===== src/hw/rtl/lpht_pkg.sv =====
// ----------------------------------------------------------------------------
// lpht_pkg
// Shared types, constants and helper functions of the linear probe hash table.
// ----------------------------------------------------------------------------
package lpht_pkg;

	localparam int TABLE_BITS = 9;
	localparam int TBL_SIZE   = 1 << TABLE_BITS;

	localparam int KEY_W     = 32;
	localparam int MAG_W     = 31;
	localparam int COUNT_W   = 10;
	localparam int COUNT_MAX = 511;
	localparam int SLOT_W    = 9;
	localparam int STATUS_W  = 2;
	localparam int OUT_W     = 16;
	localparam int PAD_W     = OUT_W - SLOT_W - STATUS_W - 1;
	localparam int STEP_W    = (TABLE_BITS > COUNT_W - 1) ? TABLE_BITS : COUNT_W - 1;

	// home = floor(mag * HASH_NUM / HASH_DEN) mod 2^TABLE_BITS
	localparam int HASH_NUM = 103552;
	localparam int HASH_DEN = 125;

	function automatic logic [31:0] inv_odd(input logic [31:0] a);
		logic [31:0] x;
		x = a;
		for (int i = 0; i < 5; i++) begin
			x = x * (32'd2 - a * x);
		end
		return x;
	endfunction

	localparam logic [TABLE_BITS-1:0] HASH_MUL_LO = TABLE_BITS'(HASH_NUM);
	localparam logic [TABLE_BITS-1:0] HASH_INV    = TABLE_BITS'(inv_odd(32'(HASH_DEN)));

	typedef enum logic {
		REQ_INSERT = 1'b0,
		REQ_LOOKUP = 1'b1
	} req_t;

	typedef enum logic [STATUS_W-1:0] {
		STS_OK   = 2'd0,
		STS_MISS = 2'd1,
		STS_FULL = 2'd2
	} status_t;

	typedef enum logic [2:0] {
		S_CLEAR,
		S_IDLE,
		S_HASH,
		S_PROBE,
		S_CLAIM,
		S_HOME,
		S_DONE
	} ctrl_state_t;

	typedef struct packed {
		logic                  key_en;
		logic                  cnt_en;
		logic [TABLE_BITS-1:0] addr;
		logic [MAG_W-1:0]      key;
		logic [COUNT_W-1:0]    cnt;
	} store_wr_t;

	typedef struct packed {
		logic [MAG_W-1:0]   key;
		logic [COUNT_W-1:0] cnt;
	} store_rd_t;

	function automatic logic [SLOT_W-1:0] to_slot(input logic [TABLE_BITS-1:0] a);
		logic [SLOT_W+TABLE_BITS-1:0] e;
		e = {{SLOT_W{1'b0}}, a};
		return e[SLOT_W-1:0];
	endfunction

endpackage


===== src/hw/rtl/lpht_hash.sv =====
// ----------------------------------------------------------------------------
// lpht_hash
// Four-stage home slot hash: residue mod 125, then exact division mod 2^n.
// ----------------------------------------------------------------------------
module lpht_hash (
	input  logic                                  clk,
	input  logic                                  arst_n,
	input  logic                                  in_valid,
	input  logic [lpht_pkg::MAG_W-1:0]            mag,
	output logic                                  home_valid,
	output logic [lpht_pkg::TABLE_BITS-1:0]       home
);

	localparam int TB   = lpht_pkg::TABLE_BITS;
	localparam int DEN  = lpht_pkg::HASH_DEN;
	localparam int R1   = 256 % DEN;
	localparam int R2   = (R1 * R1) % DEN;
	localparam int R3   = (R2 * R1) % DEN;
	localparam int RMUL = lpht_pkg::HASH_NUM % DEN;

	logic          v_s1, v_s2, v_s3, v_s4;
	logic [14:0]   sum_s1;
	logic [6:0]    res_s2;
	logic [6:0]    rem_s3;
	logic [TB-1:0] plow_s1, plow_s2, plow_s3;
	logic [TB-1:0] home_s4;

	logic [14:0]   sum_d;
	logic [TB-1:0] plow_d;
	logic [9:0]    t_d;
	logic [12:0]   x_d;
	logic [8:0]    y_d;
	logic [TB-1:0] home_d;

	always_comb begin
		sum_d = 15'(int'(mag[7:0]) + R1 * int'(mag[15:8]) + R2 * int'(mag[23:16])
			+ R3 * int'(mag[30:24]));
		plow_d = TB'(mag[TB-1:0] * lpht_pkg::HASH_MUL_LO);
	end

	always_comb begin
		t_d = 10'(int'(sum_s1[7:0]) + R1 * int'(sum_s1[14:8]));
		for (int i = 0; i < 6; i++) begin
			if (t_d >= 10'(DEN)) t_d = t_d - 10'(DEN);
		end
	end

	always_comb begin
		x_d = 13'(int'(res_s2) * RMUL);
		y_d = 9'(int'(x_d[7:0]) + R1 * int'(x_d[12:8]));
		for (int i = 0; i < 3; i++) begin
			if (y_d >= 9'(DEN)) y_d = y_d - 9'(DEN);
		end
	end

	assign home_d = TB'((plow_s3 - TB'(rem_s3)) * lpht_pkg::HASH_INV);

	always_ff @(posedge clk or negedge arst_n) begin
		if (!arst_n) begin
			v_s1 <= 1'b0;
			v_s2 <= 1'b0;
			v_s3 <= 1'b0;
			v_s4 <= 1'b0;
		end else begin
			v_s1 <= in_valid;
			v_s2 <= v_s1;
			v_s3 <= v_s2;
			v_s4 <= v_s3;
		end
	end

	always_ff @(posedge clk) begin
		sum_s1  <= sum_d;
		plow_s1 <= plow_d;
		res_s2  <= t_d[6:0];
		plow_s2 <= plow_s1;
		rem_s3  <= y_d[6:0];
		plow_s3 <= plow_s2;
		home_s4 <= home_d;
	end

	assign home_valid = v_s4;
	assign home       = home_s4;

endmodule


===== config.mk =====
export PLATFORM = sky130hd
export DESIGN_NAME = lpht_hash
export DESIGN_NICKNAME = d
export VERILOG_FILES = /design/src/hw/rtl/lpht_pkg.sv /design/src/hw/rtl/lpht_hash.sv
export SDC_FILE = /design/constraint.sdc
export NUM_CORES = 1
export LEC_CHECK = 0
export BUFFER_PORTS_ARGS = -buffer_cell sky130_fd_sc_hd__buf_2
export CORE_ASPECT_RATIO = 1.2
export CORE_MARGIN = 8
export CORE_UTILIZATION = 47
export DETAILED_ROUTE_END_ITERATION = 8
export PLACE_DENSITY = 0.65
export SYNTH_ARGS = -nofsm -noshare
export SYNTH_HDL_FRONTEND = slang
export SYNTH_SLANG_ARGS = --single-unit

===== constraint.sdc =====
create_clock -name clk -period 17.35 [get_ports clk]
set_input_delay 2.6025 -clock clk [delete_from_list [all_inputs] [get_ports clk]]
set_output_delay 2.6025 -clock clk [all_outputs]
set_load 0.05 [all_outputs]

==> results.toml <==
[cts]
cts_hold_buffers = 0
cts_resized = 0
numCtsBuffers = 5
cts-root-buf = "clkbuf_16"
cts_tree = "built"
cts_setup_buffers = 0
clk_pin_slew_ps = 60
clkSinkCount = 48
clockBufferDepth = 2
htree_levels = 2
clk_latency_ps = 280

[drt]
ant_nets = 0
drt_wl_total_um = 16690
detail_route.drc_violations = 0
wl_per_cell_um = 13.73
via_count = 6537
drtIter0Drc = 189
firstDrtPassIters = 4
vias_per_cell = 5.380

[yosys]
synth_edf_count = 0
async_flop_share_pct = 8.333
netlist_area_um2 = 8182
synth_nets = 1176
postSynthCellCount = 955
synth-seq-area-share_pct = 11.99
ys_warn_count = 0
synthFlopType = "dfxtp_1"
synth_cell_types = 84
ys_ff_latch = 48
syn_avg_cell_area_um2 = 8.567

[placed_design]
place_area_um2 = 8633
dp_hpwl_um = 14900
port_buffers = 43
placed_cells = 1208
pre_cts_slack_ps = 8414
place_congestion = 0.8680

[floorplan]
die_area_um2 = 21900
rows = 53
floorplan.initialDensity_pct = 47.27
die_w_um = 136.4
core_um2 = 17310
io_pins = 44
die_h_um = 160.5

[grt]
use_met3_pct = 1.281
globalRouteOverflowTotal = 0
grtUsageMet1_pct = 18.45
grt_first_pass_wirelength_um = 29380
grt_max_degree = 15
grt_pass1_vias = 6672
busiest_layer = "met2"
grt_usage_pct = 15.84
met2_usage_pct = 30.36
antenna_found_initial = 1

[outcome]
status = "finished, final reports clean"

[worst_setup_path]
cp.arrival_ps = 9110
cp_slowest_stage_delay_ps = 610
r2r-start = "res_s2[1]$_DFF_P_"
cp-startpoint = "res_s2[1]$_DFF_P_"
crit_path_end_kind = "flip-flop"
crit_slowest_cell = "nor3_1"
rrSetupSlack_ps = 8400
endpoint = "rem_s3[6]$_DFF_P_"
worstPathMaxFanout = 7
start_kind = "flip-flop"
worstSetupPathType = "reg -> reg"
r2r-end = "rem_s3[6]$_DFF_P_"
cp_data_required_time_ps = 17510
r2r_cells = 34

[sta]
setup_viol = 0
drv_slew = 0
hold_violations = 0
worst_slew_pin_slew_ps = 722.5
setup_tns_ps = 0
rsz0062_at_grt = "no"
fmax_ghz = 0.1117
slew_headroom_pct = 50.59
fin_ws_ps = 8400
fin_crit_ps = 8950
post-route-period-util_pct = 51.59
finClkSkew_ps = 4.769

[flow_run]
drv_cap = 0

[hold_path]
hp-class = "reg -> reg"

[final_layout]
layout_commonest_cell = "inv_1"
nets = 1216
area_delta_synth_final_pct = 7.203
drive_gt1_share_pct = 8.442
mostFrequentLayoutCells = "inv_1 (144), ha_1 (133), xnor2_1 (66), nor2_1 (58), a21oi_1 (56)"
stdcell_area_um2 = 8771
fill_cells = 1688
instances_no_fill = 1215
antennaDiodeCount = 0
-- metrics by stage --
stage | hold slack (ps) | utilization, %
global placement | 310.2 | 49.88
floorplan | 309.6 | -
global route | 341.3 | 50.68
finish | 326.6 | 50.68
detailed placement | 314.3 | 49.88
CTS | 328.8 | 50.68
-- routing by layer --
layer / wire length (um) / vias up
met1: 7266 / 3065
li1: - / 3388
met2: 8914 / 66
met4: 211 / 0
met5: 0 / -
met3: 296 / 18
-- logic make-up after synthesis --
logic type                 after synthesis  synth area share (%)
and+or+nand+nor                        229                 14.21
adders and majority gates              188                 33.67
AOI/OAI and AO/OA                      221                 20.19
xor gates and xnor gates                96                 10.46
buffers and inverters                  155                 7.126
DFF                                     48                 11.99
muxes                                   18                 2.355
-- registers in the layout, summed over array words and instances (netlist names) --
signal      cells
v_s2            1
rem_s3          7
home_valid      1
plow_s2         2
sum_s1         15
v_s1            1
v_s3            1
res_s2          7
plow_s1         2
home            9
plow_s3         2
-- how the worst min path moves through the flow --
| stage | start | to | slack (ps) | cells after the start |
|---|---|---|---|---|
| 6_report | plow_s2[7]$_DFF_P_ | plow_s3[7]$_DFF_P_ | 330 | 0 |
| 5_1_grt | plow_s2[7]$_DFF_P_ | plow_s3[7]$_DFF_P_ | 340 | 0 |
| 4_1_cts | plow_s2[7]$_DFF_P_ | plow_s3[7]$_DFF_P_ | 330 | 0 |
| 3_5_place_dp | plow_s2[7]$_DFF_P_ | plow_s3[7]$_DFF_P_ | 310 | 0 |
| 3_3_place_gp | plow_s1[8]$_DFF_P_ | plow_s2[8]$_DFF_P_ | 310 | 0 |
| 2_1_floorplan | plow_s1[7]$_DFF_P_ | plow_s2[7]$_DFF_P_ | 310 | 0 |
-- area by class of cell --
cell class                      count  area (um2)  area share (%)
Clock buffer                        5       125.1           1.427
Clock inverter                      2       12.51          0.1427
Inverter                          145       544.3           6.205
Timing Repair Buffer               43       215.2           2.454
Tap cell                          220       275.3           3.138
Multi-Input combinational cell    752        6618           75.45
Sequential cell                    48       980.9           11.18
-- synth_stat cells (12+ instances only) --
| cell | n | area, um2 |
|---|---|---|
| mux2i_1 | 13 | 130.1 |
| nand2_1 | 43 | 161.4 |
| dfxtp_1 | 44 | 880.8 |
| and2_1 | 12 | 75.07 |
| fa_1 | 54 | 1081 |
| o21ai_0 | 36 | 180.2 |
| nor3_1 | 29 | 145.1 |
| inv_1 | 144 | 540.5 |
| nand3_1 | 15 | 75.07 |
| ha_1 | 133 | 1664 |
| a21oi_1 | 56 | 280.3 |
| xnor2_1 | 66 | 578.1 |
| nor2_1 | 58 | 217.7 |
| xor2_1 | 28 | 245.2 |
| a21o_1 | 24 | 180.2 |
-- worst max-delay path, delay by kind of cell (launching register included) --
kind | cells | cell delay (ps)
AO/OA/AOI/OAI | 8 | 2000
XOR/XNOR | 3 | 640
adder cells (fa/ha/maj) | 7 | 2730
buffers and inverters | 5 | 800
flip-flops | 1 | 340
AND/OR/NAND/NOR | 11 | 2320
Power is not shown: default switching activity piles up to over one toggle a cycle in this logic, so the estimate is an artifact.
