<file path="src/hw/rtl/lpht_pkg.sv">
// ----------------------------------------------------------------------------
// lpht_pkg
// Shared types, constants and helper functions of the linear probe hash table.
// ----------------------------------------------------------------------------
package lpht_pkg;

	localparam int TABLE_BITS = 9;
	localparam int TBL_SIZE   = 1 << TABLE_BITS;

	localparam int KEY_W     = 32;
	localparam int MAG_W     = 31;
	localparam int COUNT_W   = 10;
	localparam int COUNT_MAX = 511;
	localparam int SLOT_W    = 9;
	localparam int STATUS_W  = 2;
	localparam int OUT_W     = 16;
	localparam int PAD_W     = OUT_W - SLOT_W - STATUS_W - 1;
	localparam int STEP_W    = (TABLE_BITS > COUNT_W - 1) ? TABLE_BITS : COUNT_W - 1;

	// home = floor(mag * HASH_NUM / HASH_DEN) mod 2^TABLE_BITS
	localparam int HASH_NUM = 103552;
	localparam int HASH_DEN = 125;

	function automatic logic [31:0] inv_odd(input logic [31:0] a);
		logic [31:0] x;
		x = a;
		for (int i = 0; i < 5; i++) begin
			x = x * (32'd2 - a * x);
		end
		return x;
	endfunction

	localparam logic [TABLE_BITS-1:0] HASH_MUL_LO = TABLE_BITS'(HASH_NUM);
	localparam logic [TABLE_BITS-1:0] HASH_INV    = TABLE_BITS'(inv_odd(32'(HASH_DEN)));

	typedef enum logic {
		REQ_INSERT = 1'b0,
		REQ_LOOKUP = 1'b1
	} req_t;

	typedef enum logic [STATUS_W-1:0] {
		STS_OK   = 2'd0,
		STS_MISS = 2'd1,
		STS_FULL = 2'd2
	} status_t;

	typedef enum logic [2:0] {
		S_CLEAR,
		S_IDLE,
		S_HASH,
		S_PROBE,
		S_CLAIM,
		S_HOME,
		S_DONE
	} ctrl_state_t;

	typedef struct packed {
		logic                  key_en;
		logic                  cnt_en;
		logic [TABLE_BITS-1:0] addr;
		logic [MAG_W-1:0]      key;
		logic [COUNT_W-1:0]    cnt;
	} store_wr_t;

	typedef struct packed {
		logic [MAG_W-1:0]   key;
		logic [COUNT_W-1:0] cnt;
	} store_rd_t;

	function automatic logic [SLOT_W-1:0] to_slot(input logic [TABLE_BITS-1:0] a);
		logic [SLOT_W+TABLE_BITS-1:0] e;
		e = {{SLOT_W{1'b0}}, a};
		return e[SLOT_W-1:0];
	endfunction

endpackage

</file>
<file path="src/hw/rtl/lpht_ctrl.sv">
// ----------------------------------------------------------------------------
// lpht_ctrl
// Request sequencer: clear sweep, probe walk, slot claim and result register.
// ----------------------------------------------------------------------------
module lpht_ctrl (
	input  logic                            clk,
	input  logic                            arst_n,
	input  logic                            s_axis_tvalid,
	output logic                            s_axis_tready,
	input  logic [lpht_pkg::KEY_W-1:0]      s_axis_tdata,
	input  logic                            s_axis_tuser,
	output logic                            m_axis_tvalid,
	input  logic                            m_axis_tready,
	output logic [lpht_pkg::OUT_W-1:0]      m_axis_tdata,
	output logic                            hash_start,
	output logic [lpht_pkg::MAG_W-1:0]      hash_mag,
	input  logic                            home_valid,
	input  logic [lpht_pkg::TABLE_BITS-1:0] home,
	output logic [lpht_pkg::TABLE_BITS-1:0] rd_addr,
	input  lpht_pkg::store_rd_t             rd,
	output lpht_pkg::store_wr_t             wr
);

	localparam int TB = lpht_pkg::TABLE_BITS;
	localparam int SW = lpht_pkg::STEP_W;
	localparam int CW = lpht_pkg::COUNT_W;

	lpht_pkg::ctrl_state_t state_q, state_d;
	logic [TB-1:0]              clr_q;
	logic                       m_valid_q;
	logic [lpht_pkg::OUT_W-1:0] m_data_q;

	lpht_pkg::req_t             req_q;
	logic [lpht_pkg::MAG_W-1:0] mag_q;
	logic                       anti_q;
	logic [TB-1:0]              home_q;
	logic [TB-1:0]              pos_q;
	logic [SW-1:0]              steps_q;
	logic [CW-2:0]              homecnt_q;
	logic [CW-2:0]              lim_q;
	logic [lpht_pkg::SLOT_W-1:0] res_slot_q;
	lpht_pkg::status_t          res_sts_q;

	logic                       accept;
	logic [lpht_pkg::KEY_W-1:0] neg_key;
	logic [lpht_pkg::MAG_W-1:0] mag_d;

	logic                       first, cnt_neg, cnt_zero, key_eq, at_lim, last_lap;
	logic [CW-2:0]              lim;
	logic                       probe_end, go_claim;
	logic [lpht_pkg::SLOT_W-1:0] probe_slot;
	lpht_pkg::status_t          probe_sts;
	logic                       out_load;
	logic [SW:0]                home_sum;
	logic [CW-1:0]              home_cnt;

	assign accept = s_axis_tvalid && s_axis_tready;

	always_comb begin
		neg_key = -s_axis_tdata;
		if (!s_axis_tdata[lpht_pkg::KEY_W-1]) begin
			mag_d = s_axis_tdata[lpht_pkg::MAG_W-1:0];
		end else if (neg_key[lpht_pkg::KEY_W-1]) begin
			mag_d = '1;
		end else begin
			mag_d = neg_key[lpht_pkg::MAG_W-1:0];
		end
	end

	// probe decision on the entry read for pos_q
	always_comb begin
		first     = steps_q == '0;
		cnt_neg   = rd.cnt[CW-1];
		cnt_zero  = rd.cnt == '0;
		key_eq    = rd.key == mag_q;
		lim       = first ? rd.cnt[CW-2:0] : lim_q;
		at_lim    = steps_q == SW'(lim);
		last_lap  = steps_q == SW'(lpht_pkg::TBL_SIZE - 1);
		probe_end  = 1'b0;
		go_claim   = 1'b0;
		probe_slot = '0;
		probe_sts  = lpht_pkg::STS_OK;
		if (req_q == lpht_pkg::REQ_INSERT) begin
			if (cnt_neg) begin
				go_claim = 1'b1;
			end else if (last_lap) begin
				probe_end = 1'b1;
				probe_sts = lpht_pkg::STS_FULL;
			end
		end else begin
			if (first && cnt_neg) begin
				probe_end = 1'b1;
				probe_sts = lpht_pkg::STS_MISS;
			end else if ((first && cnt_zero) || key_eq) begin
				probe_end  = 1'b1;
				probe_slot = lpht_pkg::to_slot(pos_q);
			end else if (at_lim) begin
				probe_end = 1'b1;
				probe_sts = lpht_pkg::STS_MISS;
			end
		end
	end

	always_comb begin
		home_sum = (SW+1)'(homecnt_q) + (SW+1)'(steps_q);
		if (home_sum > (SW+1)'(lpht_pkg::COUNT_MAX)) begin
			home_cnt = CW'(lpht_pkg::COUNT_MAX);
		end else begin
			home_cnt = CW'(home_sum);
		end
	end

	assign out_load = (state_q == lpht_pkg::S_DONE) && (!m_valid_q || m_axis_tready);

	// next state
	always_comb begin
		state_d = state_q;
		case (state_q)
			lpht_pkg::S_CLEAR: if (clr_q == '1) state_d = lpht_pkg::S_IDLE;
			lpht_pkg::S_IDLE:  if (accept) state_d = lpht_pkg::S_HASH;
			lpht_pkg::S_HASH:  if (home_valid) state_d = lpht_pkg::S_PROBE;
			lpht_pkg::S_PROBE: begin
				if (go_claim) state_d = lpht_pkg::S_CLAIM;
				else if (probe_end) state_d = lpht_pkg::S_DONE;
			end
			lpht_pkg::S_CLAIM: state_d = first ? lpht_pkg::S_DONE : lpht_pkg::S_HOME;
			lpht_pkg::S_HOME:  state_d = lpht_pkg::S_DONE;
			lpht_pkg::S_DONE:  if (out_load) state_d = lpht_pkg::S_IDLE;
			default:           state_d = lpht_pkg::S_CLEAR;
		endcase
	end

	// outputs
	always_comb begin
		s_axis_tready = 1'b0;
		hash_start    = 1'b0;
		hash_mag      = mag_d;
		rd_addr       = pos_q;
		wr            = '0;
		case (state_q)
			lpht_pkg::S_CLEAR: begin
				wr.key_en = 1'b1;
				wr.cnt_en = 1'b1;
				wr.addr   = clr_q;
				wr.cnt    = '1;
			end
			lpht_pkg::S_IDLE: begin
				s_axis_tready = 1'b1;
				hash_start    = s_axis_tvalid;
			end
			lpht_pkg::S_HASH:  rd_addr = home;
			lpht_pkg::S_PROBE: rd_addr = pos_q + 1'b1;
			lpht_pkg::S_CLAIM: begin
				wr.key_en = 1'b1;
				wr.cnt_en = 1'b1;
				wr.addr   = pos_q;
				wr.key    = mag_q;
			end
			lpht_pkg::S_HOME: begin
				wr.cnt_en = 1'b1;
				wr.addr   = home_q;
				wr.cnt    = home_cnt;
			end
			default: ;
		endcase
	end

	always_ff @(posedge clk or negedge arst_n) begin
		if (!arst_n) begin
			state_q   <= lpht_pkg::S_CLEAR;
			clr_q     <= '0;
			m_valid_q <= 1'b0;
		end else begin
			state_q <= state_d;
			if (state_q == lpht_pkg::S_CLEAR) clr_q <= clr_q + 1'b1;
			if (out_load) m_valid_q <= 1'b1;
			else if (m_axis_tready) m_valid_q <= 1'b0;
		end
	end

	always_ff @(posedge clk) begin
		if (accept) begin
			req_q  <= lpht_pkg::req_t'(s_axis_tuser);
			mag_q  <= mag_d;
			anti_q <= (lpht_pkg::req_t'(s_axis_tuser) == lpht_pkg::REQ_LOOKUP)
				&& s_axis_tdata[lpht_pkg::KEY_W-1];
		end
		if (state_q == lpht_pkg::S_HASH && home_valid) begin
			home_q  <= home;
			pos_q   <= home;
			steps_q <= '0;
		end
		if (state_q == lpht_pkg::S_PROBE) begin
			if (first) begin
				homecnt_q <= rd.cnt[CW-2:0];
				lim_q     <= lim;
			end
			if (probe_end) begin
				res_slot_q <= probe_slot;
				res_sts_q  <= probe_sts;
			end else if (!go_claim) begin
				pos_q   <= pos_q + 1'b1;
				steps_q <= steps_q + 1'b1;
			end
		end
		if (state_q == lpht_pkg::S_CLAIM) begin
			res_slot_q <= lpht_pkg::to_slot(pos_q);
			res_sts_q  <= lpht_pkg::STS_OK;
		end
		if (out_load) m_data_q <= {{lpht_pkg::PAD_W{1'b0}}, anti_q, res_sts_q, res_slot_q};
	end

	assign m_axis_tvalid = m_valid_q;
	assign m_axis_tdata  = m_data_q;

`ifndef SYNTH
	a_no_write_in_probe: assert property (@(posedge clk) disable iff (!arst_n)
		state_q == lpht_pkg::S_PROBE |-> !wr.key_en && !wr.cnt_en)
		else $error("store written during probe walk");

	a_no_accept_in_clear: assert property (@(posedge clk) disable iff (!arst_n)
		state_q == lpht_pkg::S_CLEAR |-> !s_axis_tready && !hash_start)
		else $error("request taken during clear sweep");

	a_home_after_claim: assert property (@(posedge clk) disable iff (!arst_n)
		state_q == lpht_pkg::S_HOME |-> $past(state_q) == lpht_pkg::S_CLAIM)
		else $error("home count update without claim");

	a_home_cnt_valid: assert property (@(posedge clk) disable iff (!arst_n)
		state_q == lpht_pkg::S_HOME |-> !wr.cnt[CW-1] && wr.addr != pos_q)
		else $error("bad home count update");
`endif

endmodule

</file>
<file path="config.mk">
export PLATFORM = sky130hd
export DESIGN_NAME = lpht_ctrl
export DESIGN_NICKNAME = d
export VERILOG_FILES = /design/src/hw/rtl/lpht_pkg.sv /design/src/hw/rtl/lpht_ctrl.sv
export SDC_FILE = /design/constraint.sdc
export NUM_CORES = 1
export LEC_CHECK = 0
export ABC_AREA = 1
export BUFFER_PORTS_ARGS = -buffer_cell sky130_fd_sc_hd__buf_2
export CAP_MARGIN = 20
export CELL_PAD_IN_SITES_DETAIL_PLACEMENT = 1
export CELL_PAD_IN_SITES_GLOBAL_PLACEMENT = 1
export CORE_MARGIN = 4
export CORE_UTILIZATION = 35
export DETAILED_ROUTE_END_ITERATION = 6
export HOLD_SLACK_MARGIN = 0.06
export PLACE_DENSITY_LB_ADDON = 0.2
export SYNTH_ARGS = -nofsm -noshare
export SYNTH_HDL_FRONTEND = slang
export SYNTH_SLANG_ARGS = --single-unit
</file>
<file path="constraint.sdc">
create_clock -name clk -period 4.83 [get_ports clk]
set_input_delay 0.966 -clock clk [delete_from_list [all_inputs] [get_ports clk]]
set_output_delay 0.966 -clock clk [all_outputs]
set_load 0.02 [all_outputs]
</file>
==> results.yml <==
critical_path:
  cp-end-kind: "primary output"
  cp_max_fo: 5
  critical_path.slowest_cell: "nor3_1"
  cp-start-kind: "input pin"
  crit_path_cell_trace: "buf_2 -> inv_1 -> ha_1 -> nand3_1 -> nor2_1 -> nand4_1 -> nor2_1 -> nand4_1 -> nor3_1 -> a21oi_1 -> or2_2 -> nand3_1 -> buf_2"
  slowest_delay_ns: 0.49
  required_ns: 3.86
  critPathArrivalTime_ns: 3.33
  worstSetupPathType: "in2out"
drt:
  wl_mm: 24.0
  drt_iter0_drc: 289
  drc: 3
  avgRoutedWirePerCell_um: 17.2
  drtPass1Iterations: 7
  vias: 6829
  antenna_left: 0
  viasPerCell: 4.90
clock_network:
  clkLatencyLatePin_ns: 0.43
  post_cts_buffers: 0
  clk_path_buf_depth: 2
  cts_tree: "built"
  cts.sinks: 114
  cts_max_level: 4
  root_buffer: "clkbuf_16"
  numCtsBuffers: 17
  ctsResizeCount: 0
  clk_pin_slew_ns: 0.06
  holdBufCountCts: 0
power:
  p_int_w: 0.00275
  pwr-share-clk_pct: 26.6
  switching_share_pct: 43.3
  cellPowerDensity_mw_per_mm2: 537
  power_frac_seq_pct: 31.1
  power_w: 0.00485
  p_switching_w: 0.00210
  ir_worst_vdd_uv: 264
  p_leak_nw: 4.35
  p_comb_share_pct: 42.3
floorplanning:
  ios: 199
  die_w_um: 151
  design.core.area_mm2: 0.0202
  std_cell_rows: 52
  die_h_um: 151
  dieArea_mm2: 0.0229
  start_util_pct: 35.5
global_routing:
  grt-ovfl-total: 0
  first_global_vias: 7047
  antenna_found_initial: 3
  grt_max_degree: 35
  grt_use_total_pct: 21.4
  grt_pass1_wl_mm: 37.6
yosys:
  synthTopCellsByCount: "nand2_1, inv_1, nor2_1, nand3_1, edfxtp_1"
  synth_top_area_share_pct: 33.9
  synth_edf_count: 81
  yosysTopAreaCell: "edfxtp_1"
  netlist_area_mm2: 0.00718
  synth_seq_area_share_pct: 44.0
  syn_inst: 909
  yosys_register_bits: 114
  syn_area_per_cell_um2: 7.90
  synth_flop_cell: "edfxtp_1"
  yosys-top-cells-area: "edfxtp_1, nand2_1, inv_1, nand3_1, dfxtp_1"
  yosysMostFrequentCell: "nand2_1"
  yosys_warnings: 0
  ys_async_sr_fraction_pct: 11.4
  ys_types: 44
timing:
  setup_violations: 0
  fin_skew_ns: 0.0110
  final.period_utilization_pct: 88.9
  finalHoldViolations: 0
  fmax_ghz: 0.233
  finalMaxSlewViolations: 0
  max_slew.worst_pin.slew_ns: 0.999
  finalSetupTns_ns: 0
  min_period_ns: 4.30
  max_slew_margin_pct: 33.3
  rsz0062_at_grt: "false"
finish:
  nNetsFinal: 1214
  area_delta_synth_final_pct: 25.8
  fin_util_pct: 44.7
  fillerInstances: 2541
  drive_above_1_share_pct: 24.3
outcome:
  violations: "design-rule violations"
  status: "complete, but fails checks"
place:
  port-buffer-count: 194
  place.gp.congestion: 0.879
  hpwl_mm: 18.6
hold_path:
  hold_class: "reg2reg"
run:
  drv_cap: 0
==> cells by family (layout without fill, tap and decap cells) <==
family	after synthesis	in the layout	synth area share, %
flip-flops	114	114	44.0
AO/OA/AOI/OAI	114	114	9.51
adder cells (fa/ha/maj)	17	17	3.07
buffers and inverters	162	372	9.22
other	1	5	0.0522
AND/OR/NAND/NOR	449	449	27.8
XOR/XNOR	52	52	6.34
==> layout make-up <==
cell class | count | area [um^2] | area share [%]
Multi-Input combinational cell | 636 | 3390 | 37.5
Sequential cell | 114 | 3160 | 35.0
Timing Repair Buffer | 204 | 1050 | 11.6
Inverter | 136 | 510 | 5.65
Clock buffer | 17 | 425 | 4.71
Tap cell | 270 | 338 | 3.74
Clock inverter | 15 | 168 | 1.86
Antenna cell | 1 | 2.50 | 0.0277
==> flip-flops by register name, indices dropped and copies added (netlist names) <==
name,cells
homecnt_q,9
anti_q,1
req_q,1
lim_q,9
m_axis_tdata,12
steps_q,9
res_slot_q,9
clr_q,9
state_q,3
res_sts_q,2
pos_q,9
home_q,9
mag_q,31
m_axis_tvalid,1
==> cell usage in the layout, fill, tap and decap left out, types with 3 or more instances in the layout <==
master,count
a21boi_0,4
a21oi_1,15
a22oi_1,6
a31oi_1,9
buf_2,194
buf_4,10
clkbuf_16,17
conb_1,4
dfrtp_1,13
dfxtp_1,20
edfxtp_1,81
ha_1,16
inv_1,130
inv_2,4
inv_6,9
nand2_1,201
nand2_2,3
nand3_1,86
nand3_2,3
nand3b_1,6
nand4_1,8
nor2_1,95
nor2_2,4
nor3_1,16
nor4_1,4
o211ai_1,7
o21ai_0,39
o21ai_1,12
o221ai_1,3
o31ai_1,14
or2_2,15
xnor2_1,29
xor2_1,23
==> power by group through the flow <==
stage	logic (W)	registers (W)	clock network, W
2_1_floorplan	0.00147	0.00149	0
3_3_place_gp	0.00202	0.00152	0
3_5_place_dp	0.00206	0.00153	0
4_1_cts	0.00208	0.00151	0.00132
5_1_grt	0.00231	0.00154	0.00137
6_report	0.00205	0.00151	0.00129
==> final timing paths <==
kind                                      start         endpoint  slack [ns]  cells after the start
worst max-delay path            s_axis_tdata[1]     hash_mag[24]        0.53                     13
worst min-delay path              res_slot_q[5]  m_axis_tdata[5]        0.42                      0
worst max register to register       steps_q[1]    res_slot_q[5]        1.61                     16
worst min register to register    res_slot_q[5]  m_axis_tdata[5]        0.42                      0
max in group asynchronous                arst_n       state_q[0]        4.16                      1
min in group asynchronous                arst_n         clr_q[8]        0.43                      1
==> metrics by stage <==
step	hold WS, ns	setup WS (ns)	instances	instance area (um^2)
after global placement	0.404	0.618	1360	8440
after CTS	0.421	0.525	1392	9030
final	0.424	0.534	1393	9030
after global routing	0.430	0.335	1392	9030
after floorplan	0.400	0.727	912	7200
after detailed placement	0.411	0.549	1360	8440
==> per-layer routing <==
metal	wire length, um	vias up	track usage (%)
met5	21	-	0
met4	318	4	5.58
met3	1640	25	6.25
met2	11600	169	36.6
met1	10400	3237	26.3
li1	-	3394	-
==> critical path: cells and delay by family <==
kind / cells / cell delay, ns
AND/OR/NAND/NOR: 8 / 1.67
adder cells (fa/ha/maj): 1 / 0.18
AO/OA/AOI/OAI: 1 / 0.16
buffers and inverters: 3 / 0.35
No activity file was read; power rests on OpenSTA's default activity.
